$ cat config.mk
export PLATFORM = sky130hd
export DESIGN_NAME = servo_angle_to_pulse_table_flat
export DESIGN_NICKNAME = d
export VERILOG_FILES = /design/src/rtl/sapt_pkg.sv /design/src/rtl/sapt_if.sv /design/src/rtl/servo_angle_to_pulse_table.sv /design/src/rtl/sapt_point_mem.sv /design/src/rtl/sapt_div.sv /design/src/flat_wrapper.sv
export SDC_FILE = /design/constraint.sdc
export NUM_CORES = 2
export LEC_CHECK = 0
export BUFFER_PORTS_ARGS = -buffer_cell sky130_fd_sc_hd__buf_2
export CAP_MARGIN = 5
export CORE_AREA = 3 3 254 256
export CTS_BUF_LIST = sky130_fd_sc_hd__clkbuf_8
export CTS_CLUSTER_DIAMETER = 40
export DETAILED_ROUTE_END_ITERATION = 16
export DIE_AREA = 0 0 257 259
export MAX_ROUTING_LAYER = met4
export PLACE_DENSITY = 0.83
export SYNTH_ARGS = -nofsm -noshare
export SYNTH_HDL_FRONTEND = slang
export SYNTH_SLANG_ARGS = --single-unit
$ cat constraint.sdc
create_clock -name clk -period 6.6 [get_ports clk]
set_input_delay 0.66 -clock clk [delete_from_list [all_inputs] [get_ports clk]]
set_output_delay 0.66 -clock clk [all_outputs]
set_load 0.02 [all_outputs]
$ cat src/rtl/sapt_pkg.sv
package sapt_pkg;

  localparam int SAPT_MAX_POINTS_DEF = 16;

  localparam int CMD_W   = 2;
  localparam int IDX_W   = 4;
  localparam int ANGLE_W = 16;
  localparam int PULSE_W = 12;
  localparam int CNT_W   = 5;

  // Interpolation datapath: (a*d) is 16x12, then 2*prod + den, divided by 2*den.
  localparam int PROD_W    = ANGLE_W + PULSE_W;
  localparam int DIV_NUM_W = PROD_W + 2;
  localparam int DIV_DEN_W = ANGLE_W + 1;

  localparam logic [CMD_W-1:0] CMD_LOAD    = 2'd0;
  localparam logic [CMD_W-1:0] CMD_COMMIT  = 2'd1;
  localparam logic [CMD_W-1:0] CMD_CONVERT = 2'd2;

  localparam logic [PULSE_W-1:0] CENTER_DEF = 12'd1231;
  localparam logic [PULSE_W-1:0] PULSE_MIN  = 12'd500;
  localparam logic [PULSE_W-1:0] PULSE_MAX  = 12'd2500;
  localparam logic [CNT_W-1:0]   COUNT_MIN  = 5'd3;

  typedef struct packed {
    logic signed [ANGLE_W-1:0] angle;
    logic [PULSE_W-1:0]        pulse;
  } point_t;

endpackage

$ cat src/rtl/sapt_if.sv
interface sapt_in_if;
  import sapt_pkg::*;

  logic                      valid;
  logic                      ready;
  logic [CMD_W-1:0]          cmd;
  logic [IDX_W-1:0]          point_index;
  logic signed [ANGLE_W-1:0] angle;
  logic [PULSE_W-1:0]        pulse_in;
  logic [CNT_W-1:0]          count_in;

  modport source (output valid, cmd, point_index, angle, pulse_in, count_in, input ready);
  modport sink   (input valid, cmd, point_index, angle, pulse_in, count_in, output ready);
endinterface

interface sapt_out_if;
  import sapt_pkg::*;

  logic               valid;
  logic               ready;
  logic [PULSE_W-1:0] pulse_width;
  logic               ok;
  logic               calibrated;

  modport source (output valid, pulse_width, ok, calibrated, input ready);
  modport sink   (input valid, pulse_width, ok, calibrated, output ready);
endinterface

$ cat src/rtl/servo_angle_to_pulse_table.sv
// Sequence: load and unused requests go straight to the result; commit reads the first two points,
// then checks up to count_in entries; convert ends early when clamped or uncalibrated, else walks
// the point memory one entry per cycle to the segment, then multiplies and runs the serial divider.
// Throughput: one request at a time; the next is taken once the result is registered.
// Reset (synchronous, rst_n low): table entries read as zero, no table in force,
// center pulse 1231 us.
module servo_angle_to_pulse_table #(
  parameter int MAX_POINTS = sapt_pkg::SAPT_MAX_POINTS_DEF
) (
  input logic       clk,
  input logic       rst_n,
  sapt_in_if.sink   in_chan,
  sapt_out_if.source out_chan
);
  import sapt_pkg::*;

  localparam int AW = $clog2(MAX_POINTS);
  localparam int CW = $clog2(MAX_POINTS + 1);

  localparam logic [3:0] ST_IDLE   = 4'd0;
  localparam logic [3:0] ST_DONE   = 4'd1;
  localparam logic [3:0] ST_C_P0   = 4'd2;
  localparam logic [3:0] ST_C_P1   = 4'd3;
  localparam logic [3:0] ST_C_WALK = 4'd4;
  localparam logic [3:0] ST_V_E0   = 4'd5;
  localparam logic [3:0] ST_V_EN   = 4'd6;
  localparam logic [3:0] ST_V_WALK = 4'd7;
  localparam logic [3:0] ST_V_MUL  = 4'd8;
  localparam logic [3:0] ST_V_DIV  = 4'd9;
  localparam logic [3:0] ST_V_WAIT = 4'd10;

  logic [3:0]                state_r, state_nxt;
  logic                      valid_r, valid_nxt;
  logic [CW-1:0]             n_r, n_nxt;
  logic [PULSE_W-1:0]        center_r, center_nxt;
  logic                      out_valid_r, out_valid_nxt;

  logic signed [ANGLE_W-1:0] x_r, x_nxt;
  logic [CW-1:0]             count_r, count_nxt;
  logic [CW-1:0]             k_r, k_nxt;
  point_t                    prev_r, prev_nxt;
  logic [PULSE_W-1:0]        first_p_r, first_p_nxt;
  logic                      rising_r, rising_nxt;
  logic                      found_r, found_nxt;
  logic [ANGLE_W-1:0]        m_r, m_nxt;
  logic [PULSE_W-1:0]        dd_r, dd_nxt;
  logic [PULSE_W-1:0]        base_r, base_nxt;
  logic [ANGLE_W-1:0]        den_r, den_nxt;
  logic [PROD_W-1:0]         prod_r, prod_nxt;
  logic [PULSE_W-1:0]        res_pulse_r, res_pulse_nxt;
  logic                      res_ok_r, res_ok_nxt;
  logic [PULSE_W-1:0]        out_pulse_r, out_pulse_nxt;
  logic                      out_ok_r, out_ok_nxt;
  logic                      out_cal_r, out_cal_nxt;

  logic                      mem_we;
  logic [AW-1:0]             mem_waddr;
  point_t                    mem_wdata;
  logic [AW-1:0]             rd_addr;
  point_t                    cur;

  logic                      div_start;
  logic                      div_done;
  logic [DIV_NUM_W-1:0]      div_num;
  logic [DIV_DEN_W-1:0]      div_den;
  logic [DIV_NUM_W-1:0]      div_quot;

  logic                      idx_ok;
  logic                      cnt_ok;
  logic [CW-1:0]             k_inc;
  logic [CW-1:0]             n_last;
  logic [CW-1:0]             count_last;
  logic                      walk_fail;
  logic                      seg_hit;
  logic                      seg_rising;
  logic [ANGLE_W:0]          den_seg;
  logic [ANGLE_W:0]          d_a0x;
  logic [ANGLE_W:0]          d_xa1;

  sapt_point_mem #(
    .DEPTH (MAX_POINTS),
    .AW    (AW)
  ) u_mem (
    .clk   (clk),
    .rst_n (rst_n),
    .we    (mem_we),
    .waddr (mem_waddr),
    .wdata (mem_wdata),
    .raddr (rd_addr),
    .rdata (cur)
  );

  sapt_div #(
    .NW (DIV_NUM_W),
    .DW (DIV_DEN_W)
  ) u_div (
    .clk   (clk),
    .rst_n (rst_n),
    .start (div_start),
    .num   (div_num),
    .den   (div_den),
    .done  (div_done),
    .quot  (div_quot)
  );

  assign in_chan.ready = (state_r == ST_IDLE);

  assign mem_waddr = AW'(in_chan.point_index);
  assign mem_wdata = '{angle: in_chan.angle, pulse: in_chan.pulse_in};

  assign idx_ok = 32'(in_chan.point_index) < 32'(MAX_POINTS);
  assign cnt_ok = (in_chan.count_in >= COUNT_MIN) &&
                  (32'(in_chan.count_in) <= 32'(MAX_POINTS));

  assign k_inc      = k_r + CW'(1);
  assign n_last     = n_r - CW'(1);
  assign count_last = count_r - CW'(1);

  assign walk_fail = (cur.pulse < PULSE_MIN) || (cur.pulse > PULSE_MAX) ||
                     ((k_r != '0) && ((prev_r.angle <= cur.angle) ||
                      (rising_r ? (prev_r.pulse >= cur.pulse) : (prev_r.pulse <= cur.pulse)))) ||
                     ((cur.angle == '0) && found_r);

  // Segment from the previous point (a0, p0) to the current one (a1, p1).
  assign seg_hit    = (k_r != '0) && (x_r <= prev_r.angle) && (x_r >= cur.angle);
  assign den_seg    = {prev_r.angle[ANGLE_W-1], prev_r.angle} - {cur.angle[ANGLE_W-1], cur.angle};
  assign d_a0x      = {prev_r.angle[ANGLE_W-1], prev_r.angle} - {x_r[ANGLE_W-1], x_r};
  assign d_xa1      = {x_r[ANGLE_W-1], x_r} - {cur.angle[ANGLE_W-1], cur.angle};
  assign seg_rising = cur.pulse >= prev_r.pulse;

  // A falling segment is interpolated from its far end so that every term stays
  // non-negative; the floor of the rounded quotient is the same.
  assign div_num = {1'b0, prod_r, 1'b0} + DIV_NUM_W'(den_r);
  assign div_den = {den_r, 1'b0};

  always_comb begin
    state_nxt     = state_r;
    valid_nxt     = valid_r;
    n_nxt         = n_r;
    center_nxt    = center_r;
    x_nxt         = x_r;
    count_nxt     = count_r;
    k_nxt         = k_r;
    prev_nxt      = prev_r;
    first_p_nxt   = first_p_r;
    rising_nxt    = rising_r;
    found_nxt     = found_r;
    m_nxt         = m_r;
    dd_nxt        = dd_r;
    base_nxt      = base_r;
    den_nxt       = den_r;
    prod_nxt      = prod_r;
    res_pulse_nxt = res_pulse_r;
    res_ok_nxt    = res_ok_r;
    out_valid_nxt = out_valid_r && !out_chan.ready;
    out_pulse_nxt = out_pulse_r;
    out_ok_nxt    = out_ok_r;
    out_cal_nxt   = out_cal_r;
    mem_we        = 1'b0;
    rd_addr       = '0;
    div_start     = 1'b0;

    case (state_r)
      ST_IDLE: begin
        if (in_chan.valid) begin
          x_nxt         = in_chan.angle;
          res_pulse_nxt = center_r;
          res_ok_nxt    = 1'b0;
          state_nxt     = ST_DONE;
          case (in_chan.cmd)
            CMD_LOAD: begin
              mem_we     = idx_ok;
              res_ok_nxt = idx_ok;
            end
            CMD_COMMIT: begin
              valid_nxt = 1'b0;
              n_nxt     = '0;
              count_nxt = CW'(in_chan.count_in);
              if (cnt_ok) begin
                state_nxt = ST_C_P0;
              end
            end
            CMD_CONVERT: begin
              if (!valid_r) begin
                res_ok_nxt = (in_chan.angle == '0);
              end else begin
                state_nxt = ST_V_E0;
              end
            end
            default: begin
            end
          endcase
        end
      end

      ST_C_P0: begin
        first_p_nxt = cur.pulse;
        rd_addr     = AW'(1);
        state_nxt   = ST_C_P1;
      end

      ST_C_P1: begin
        if (cur.pulse == first_p_r) begin
          state_nxt = ST_DONE;
        end else begin
          rising_nxt = cur.pulse > first_p_r;
          found_nxt  = 1'b0;
          k_nxt      = '0;
          state_nxt  = ST_C_WALK;
        end
      end

      ST_C_WALK: begin
        if (walk_fail) begin
          res_pulse_nxt = center_r;
          state_nxt     = ST_DONE;
        end else begin
          if (cur.angle == '0) begin
            center_nxt = cur.pulse;
            found_nxt  = 1'b1;
          end
          prev_nxt = cur;
          if (k_r == count_last) begin
            if (found_r || (cur.angle == '0)) begin
              valid_nxt  = 1'b1;
              n_nxt      = count_r;
              res_ok_nxt = 1'b1;
            end
            res_pulse_nxt = center_nxt;
            state_nxt     = ST_DONE;
          end else begin
            rd_addr = k_inc[AW-1:0];
            k_nxt   = k_inc;
          end
        end
      end

      ST_V_E0: begin
        if (x_r >= cur.angle) begin
          res_pulse_nxt = cur.pulse;
          res_ok_nxt    = 1'b1;
          state_nxt     = ST_DONE;
        end else begin
          rd_addr   = n_last[AW-1:0];
          state_nxt = ST_V_EN;
        end
      end

      ST_V_EN: begin
        if (x_r <= cur.angle) begin
          res_pulse_nxt = cur.pulse;
          res_ok_nxt    = 1'b1;
          state_nxt     = ST_DONE;
        end else begin
          k_nxt     = '0;
          state_nxt = ST_V_WALK;
        end
      end

      ST_V_WALK: begin
        if (seg_hit) begin
          if (den_seg == '0) begin
            res_pulse_nxt = prev_r.pulse;
            res_ok_nxt    = 1'b1;
            state_nxt     = ST_DONE;
          end else begin
            den_nxt = den_seg[ANGLE_W-1:0];
            if (seg_rising) begin
              m_nxt    = d_a0x[ANGLE_W-1:0];
              dd_nxt   = cur.pulse - prev_r.pulse;
              base_nxt = prev_r.pulse;
            end else begin
              m_nxt    = d_xa1[ANGLE_W-1:0];
              dd_nxt   = prev_r.pulse - cur.pulse;
              base_nxt = cur.pulse;
            end
            state_nxt = ST_V_MUL;
          end
        end else if (k_r == n_last) begin
          res_pulse_nxt = center_r;
          state_nxt     = ST_DONE;
        end else begin
          prev_nxt = cur;
          rd_addr  = k_inc[AW-1:0];
          k_nxt    = k_inc;
        end
      end

      ST_V_MUL: begin
        prod_nxt  = PROD_W'(m_r) * PROD_W'(dd_r);
        state_nxt = ST_V_DIV;
      end

      ST_V_DIV: begin
        div_start = 1'b1;
        state_nxt = ST_V_WAIT;
      end

      ST_V_WAIT: begin
        if (div_done) begin
          res_pulse_nxt = base_r + div_quot[PULSE_W-1:0];
          res_ok_nxt    = 1'b1;
          state_nxt     = ST_DONE;
        end
      end

      ST_DONE: begin
        if (!out_valid_r || out_chan.ready) begin
          out_valid_nxt = 1'b1;
          out_pulse_nxt = res_pulse_r;
          out_ok_nxt    = res_ok_r;
          out_cal_nxt   = valid_r;
          state_nxt     = ST_IDLE;
        end
      end

      default: begin
        state_nxt = ST_IDLE;
      end
    endcase
  end

  always_ff @(posedge clk) begin
    if (!rst_n) begin
      state_r     <= ST_IDLE;
      valid_r     <= 1'b0;
      n_r         <= '0;
      center_r    <= CENTER_DEF;
      out_valid_r <= 1'b0;
    end else begin
      state_r     <= state_nxt;
      valid_r     <= valid_nxt;
      n_r         <= n_nxt;
      center_r    <= center_nxt;
      out_valid_r <= out_valid_nxt;
    end
  end

  always_ff @(posedge clk) begin
    x_r         <= x_nxt;
    count_r     <= count_nxt;
    k_r         <= k_nxt;
    prev_r      <= prev_nxt;
    first_p_r   <= first_p_nxt;
    rising_r    <= rising_nxt;
    found_r     <= found_nxt;
    m_r         <= m_nxt;
    dd_r        <= dd_nxt;
    base_r      <= base_nxt;
    den_r       <= den_nxt;
    prod_r      <= prod_nxt;
    res_pulse_r <= res_pulse_nxt;
    res_ok_r    <= res_ok_nxt;
    out_pulse_r <= out_pulse_nxt;
    out_ok_r    <= out_ok_nxt;
    out_cal_r   <= out_cal_nxt;
  end

  assign out_chan.valid       = out_valid_r;
  assign out_chan.pulse_width = out_pulse_r;
  assign out_chan.ok          = out_ok_r;
  assign out_chan.calibrated  = out_cal_r;

endmodule

$ cat src/rtl/sapt_point_mem.sv
module sapt_point_mem #(
  parameter int DEPTH = sapt_pkg::SAPT_MAX_POINTS_DEF,
  parameter int AW    = $clog2(DEPTH)
) (
  input  logic             clk,
  input  logic             rst_n,
  input  logic             we,
  input  logic [AW-1:0]    waddr,
  input  sapt_pkg::point_t wdata,
  input  logic [AW-1:0]    raddr,
  output sapt_pkg::point_t rdata
);
  import sapt_pkg::*;

  point_t           mem_r [DEPTH];
  point_t           rd_r;
  logic [DEPTH-1:0] vld_r;
  logic             rd_vld_r;

  always_ff @(posedge clk) begin
    if (we) begin
      mem_r[waddr] <= wdata;
    end
    rd_r <= mem_r[raddr];
  end

  // Entries never written read as zero, which is the table's reset value.
  always_ff @(posedge clk) begin
    if (!rst_n) begin
      vld_r    <= '0;
      rd_vld_r <= 1'b0;
    end else begin
      if (we) begin
        vld_r[waddr] <= 1'b1;
      end
      rd_vld_r <= vld_r[raddr];
    end
  end

  assign rdata = rd_vld_r ? rd_r : '0;

endmodule

$ cat src/rtl/sapt_div.sv
module sapt_div #(
  parameter int NW = sapt_pkg::DIV_NUM_W,
  parameter int DW = sapt_pkg::DIV_DEN_W
) (
  input  logic          clk,
  input  logic          rst_n,
  input  logic          start,
  input  logic [NW-1:0] num,
  input  logic [DW-1:0] den,
  output logic          done,
  output logic [NW-1:0] quot
);
  import sapt_pkg::*;

  localparam int CW = $clog2(NW + 1);

  logic [DW-1:0] rem_r, rem_nxt;
  logic [NW-1:0] q_r, q_nxt;
  logic [DW-1:0] den_r, den_nxt;
  logic [CW-1:0] cnt_r, cnt_nxt;
  logic          busy_r, busy_nxt;
  logic          done_r, done_nxt;
  logic [DW:0]   shifted;
  logic [DW:0]   diff;
  logic          ge;

  // Restoring division, one quotient bit per cycle, numerator shifted out MSB first.
  assign shifted = {rem_r, q_r[NW-1]};
  assign ge      = shifted >= {1'b0, den_r};
  assign diff    = shifted - {1'b0, den_r};

  always_comb begin
    rem_nxt  = rem_r;
    q_nxt    = q_r;
    den_nxt  = den_r;
    cnt_nxt  = cnt_r;
    busy_nxt = busy_r;
    done_nxt = 1'b0;
    if (start) begin
      rem_nxt  = '0;
      q_nxt    = num;
      den_nxt  = den;
      cnt_nxt  = CW'(NW);
      busy_nxt = 1'b1;
    end else if (busy_r) begin
      rem_nxt = ge ? diff[DW-1:0] : shifted[DW-1:0];
      q_nxt   = {q_r[NW-2:0], ge};
      cnt_nxt = cnt_r - CW'(1);
      if (cnt_r == CW'(1)) begin
        busy_nxt = 1'b0;
        done_nxt = 1'b1;
      end
    end
  end

  always_ff @(posedge clk) begin
    if (!rst_n) begin
      busy_r <= 1'b0;
      done_r <= 1'b0;
      cnt_r  <= '0;
    end else begin
      busy_r <= busy_nxt;
      done_r <= done_nxt;
      cnt_r  <= cnt_nxt;
    end
  end

  always_ff @(posedge clk) begin
    rem_r <= rem_nxt;
    q_r   <= q_nxt;
    den_r <= den_nxt;
  end

  assign done = done_r;
  assign quot = q_r;

endmodule

$ cat src/flat_wrapper.sv
// flat-port wrapper written by rule: the top's interface ports become plain ports
module servo_angle_to_pulse_table_flat import sapt_pkg::*;
#(
  parameter int MAX_POINTS = sapt_pkg::SAPT_MAX_POINTS_DEF
)
  (clk, rst_n, in_chan_valid, in_chan_cmd, in_chan_point_index, in_chan_angle, in_chan_pulse_in, in_chan_count_in, in_chan_ready, out_chan_valid, out_chan_pulse_width, out_chan_ok, out_chan_calibrated, out_chan_ready);
  sapt_in_if in_chan_i ();
  sapt_out_if out_chan_i ();
  input logic clk;
  input logic rst_n;
  input wire logic [$bits(in_chan_i.valid)-1:0] in_chan_valid;
  input wire logic [$bits(in_chan_i.cmd)-1:0] in_chan_cmd;
  input wire logic [$bits(in_chan_i.point_index)-1:0] in_chan_point_index;
  input wire logic [$bits(in_chan_i.angle)-1:0] in_chan_angle;
  input wire logic [$bits(in_chan_i.pulse_in)-1:0] in_chan_pulse_in;
  input wire logic [$bits(in_chan_i.count_in)-1:0] in_chan_count_in;
  output wire logic [$bits(in_chan_i.ready)-1:0] in_chan_ready;
  output wire logic [$bits(out_chan_i.valid)-1:0] out_chan_valid;
  output wire logic [$bits(out_chan_i.pulse_width)-1:0] out_chan_pulse_width;
  output wire logic [$bits(out_chan_i.ok)-1:0] out_chan_ok;
  output wire logic [$bits(out_chan_i.calibrated)-1:0] out_chan_calibrated;
  input wire logic [$bits(out_chan_i.ready)-1:0] out_chan_ready;
  assign in_chan_i.valid = in_chan_valid;
  assign in_chan_i.cmd = in_chan_cmd;
  assign in_chan_i.point_index = in_chan_point_index;
  assign in_chan_i.angle = in_chan_angle;
  assign in_chan_i.pulse_in = in_chan_pulse_in;
  assign in_chan_i.count_in = in_chan_count_in;
  assign in_chan_ready = in_chan_i.ready;
  assign out_chan_valid = out_chan_i.valid;
  assign out_chan_pulse_width = out_chan_i.pulse_width;
  assign out_chan_ok = out_chan_i.ok;
  assign out_chan_calibrated = out_chan_i.calibrated;
  assign out_chan_i.ready = out_chan_ready;
  servo_angle_to_pulse_table #(.MAX_POINTS(MAX_POINTS)) u_core (.clk(clk), .rst_n(rst_n), .in_chan(in_chan_i), .out_chan(out_chan_i));
endmodule
==> results.yml <==
routing:
  vias: 28500
  routed_wl_mm: 95.7
  wl_per_cell_um: 20.2
  ant_nets: 0
  drc: 0
  vias_per_cell: 6.01
  dr.pass1.iters: 6
  drt-initial-drc-count: 3093
final_layout:
  final_area_mm2: 0.0450
  multi_input_area_mm2: 0.0175
  regArea_mm2: 0.0221
  n_fill_cell: 4187
  drive_above_1_share_pct: 8.31
  final_cells: 4747
  syn2layout_area_growth_pct: 9.31
  nets: 4196
synthesis:
  yosysUniqueCellTypes: 76
  synth.top_cell.area_share_pct: 49.1
  ys_top_cells_by_area: "edfxtp_1 49%, fa_1 7.2%, nand2_1 6.3%, ha_1 6.1%, dfxtp_1 4.5%"
  syn_nets: 4103
  async_reset_ff_share_pct: 0
  synth-edff-count: 673
  synth_top_cell_by_area: "edfxtp_1"
  synth_cells: 3711
  yosysSeqAreaShare_pct: 53.5
  yosysMostFrequentCell: "nand2_1"
  synthTopCellsByCount: "696 x nand2_1, 673 x edfxtp_1, 318 x inv_1"
  syn-cell-area_mm2: 0.0412
  synth.avg_cell_area_um2: 11.1
  yosysWarnings: 0
  ys.flop_type: "edfxtp_1"
  synth.ff_latch_count: 765
worst_setup_path:
  worstPathArrival_ns: 6.65
  start_kind: "flop"
  r2r_slack_ns: 0.47
  crit_required_ns: 7.12
  crit_type: "flop to flop"
  crit_path_end_kind: "flop"
  critPathMaxFanout: 16
global_route:
  grt_usage_pct: 29.9
  grt_max_degree: 106
  grt_pass1_vias: 28300
  antenna_found_initial: 4
  grt-ovfl-total: 0
  grt_first_pass_wirelength_mm: 151
pwr:
  seqPwrFrac_pct: 53.4
  p_leak_uw: 0.0187
  clockPowerShare_pct: 39.4
  internal-power_uw: 7660
  combPwrFrac_pct: 7.2
  powerDensity_mw_per_mm2: 224
  p_switching_uw: 2410
  p_sw_share_pct: 23.9
  vdd_ir_drop_max_uv: 211
sta:
  slew_headroom_pct: 19.7
  fin_tns_setup_ns: 0
  fin_crit_ns: 6.13
  clock_skew_ns: 0.0565
  tightest_slew_ns: 1.20
  fmax_mhz: 163
  period_share_pct: 92.9
  rsz0062_at_grt: "false"
  setup_viol: 0
  slew_violations: 0
  hold_violations: 0
floorplan:
  die_w_um: 257
  ioPinCount: 59
  die_height_um: 259
  core_area_mm2: 0.0627
  start_util_pct: 65.7
  rows: 92
  die_area_mm2: 0.0666
clock_network:
  htreeDepth: 4
  ctsResizeCount: 0
  cts_tree: "yes"
  clock_tree.root_cell: "clkbuf_8"
  cts_buffers: 130
  clkTransAtPathRegs_ns: 0.06
  cts_setup_buffers: 0
  clockBufferDepth: 3
  hold_buffers: 0
  clkLatencyLatePin_ns: 0.79
  cts.sinks: 765
placement:
  dp_hpwl_mm: 63.2
  dp_cells: 4513
  place_congestion: 0.949
  numPortBuffers: 58
  placed_area_mm2: 0.0425
run:
  maxCapViolCount: 0
worst_hold_path:
  hold_class: "primary input to flop"
outcome:
  outcome: "finished clean"
==> worst max-delay path, stage by stage, from the launching register on <==
cell and delay, ns:
edfxtp_1 0.70, nand2_1 0.15, fa_1 0.43, fa_1 0.49, fa_1 0.55, inv_1 0.05
fa_1 0.48, inv_1 0.05, fa_1 0.47, inv_1 0.04, ha_1 0.32, and4_1 0.17
a21oi_1 0.11, o21ai_0 0.13, o41ai_1 0.27, buf_4 0.18, o21a_1 0.15, a211oi_1 0.10
a41o_1 0.28, o41a_1 0.35, a21o_1 0.19, a21oi_1 0.16, xnor2_1 0.08
==> placed cells by master, fill, tap and decap left out, types with 34 or more instances in the layout <==
master / count
nand2_1: 696
xnor2_1: 84
nor2_1: 152
and2_1: 83
dfxtp_1: 92
edfxtp_1: 673
o21a_1: 34
buf_2: 58
ha_1: 201
clkbuf_8: 138
xor2_1: 46
buf_4: 50
fa_1: 148
o21ai_0: 135
mux2i_1: 116
a21oi_1: 131
nand3_1: 205
nor3_1: 34
inv_1: 364
==> cells by family after synthesis <==
family | Yosys count | share of synthesized area, %
xor+xnor | 130 | 2.76
mux | 120 | 2.93
compound gates | 536 | 8.54
simple gates | 1341 | 14.6
flops | 765 | 53.5
fa+ha+maj | 349 | 13.3
buf+inv | 470 | 4.37
==> registers in the layout (all words and copies together), names as in the netlist, 16 cells and up <==
name / count
u_core.den_r: 16
u_core.m_r: 16
u_core.prev_r: 28
u_core.prod_r: 28
u_core.u_div.den_r: 16
u_core.u_div.quot: 30
u_core.u_div.rem_r: 17
u_core.u_mem.mem_r: 448
u_core.u_mem.rd_r: 28
u_core.u_mem.vld_r: 16
u_core.x_r: 16
==> stage by stage <==
step	util (%)	power (uW)	hold slack, ns	setup slack [ns]
after detailed placement	67.8	6200	0.406	0.297
final	71.8	10100	0.0937	0.471
after global routing	71.8	10400	0.0637	0.0367
after floorplan	-	5960	0.400	0.581
after CTS	71.7	10100	0.0416	0.287
after global placement	67.8	6180	0.403	0.347
==> path summary, 6_finish.rpt <==
check / start / endpoint / cells after the start
max: u_core.dd_r[7]$_DFFE_PP_ / u_core.prod_r[25]$_DFFE_PP_ / 22
min: in_chan_count_in[0] / u_core.count_r[0]$_DFFE_PP_ / 1
max reg2reg: u_core.dd_r[7]$_DFFE_PP_ / u_core.prod_r[25]$_DFFE_PP_ / 22
min reg2reg: u_core.res_pulse_r[10]$_DFFE_PP_ / u_core.out_chan.pulse_width[10]$_DFFE_PP_ / 0
==> power groups by stage <==
stage / Clock (uW) / Sequential [uW] / Combinational (uW)
2_1_floorplan: 0 / 5470 / 493
3_3_place_gp: 0 / 5480 / 696
3_5_place_dp: 0 / 5480 / 714
4_1_cts: 4020 / 5380 / 720
5_1_grt: 4250 / 5390 / 797
6_report: 3970 / 5390 / 725
==> layout make-up <==
cell class              count  area share, %
diodes                      4         0.0222
clock buffers             138           4.22
clock inverters            87           1.21
inverters                 318           2.65
multi-input cells        2476           38.9
flip-flops and latches    765           49.0
well taps                 846           2.35
repair buffers            113           1.70
==> metal layers <==
layer,share of wire (%),vias to the layer above,global-route usage [%]
met4,3.6,0,12.1
met2,50,1322,49.2
li1,-,13200,-
met3,8.2,260,5.41
met5,0,-,-
met1,39,13700,37.0
No activity file was read; power rests on OpenSTA's default activity.
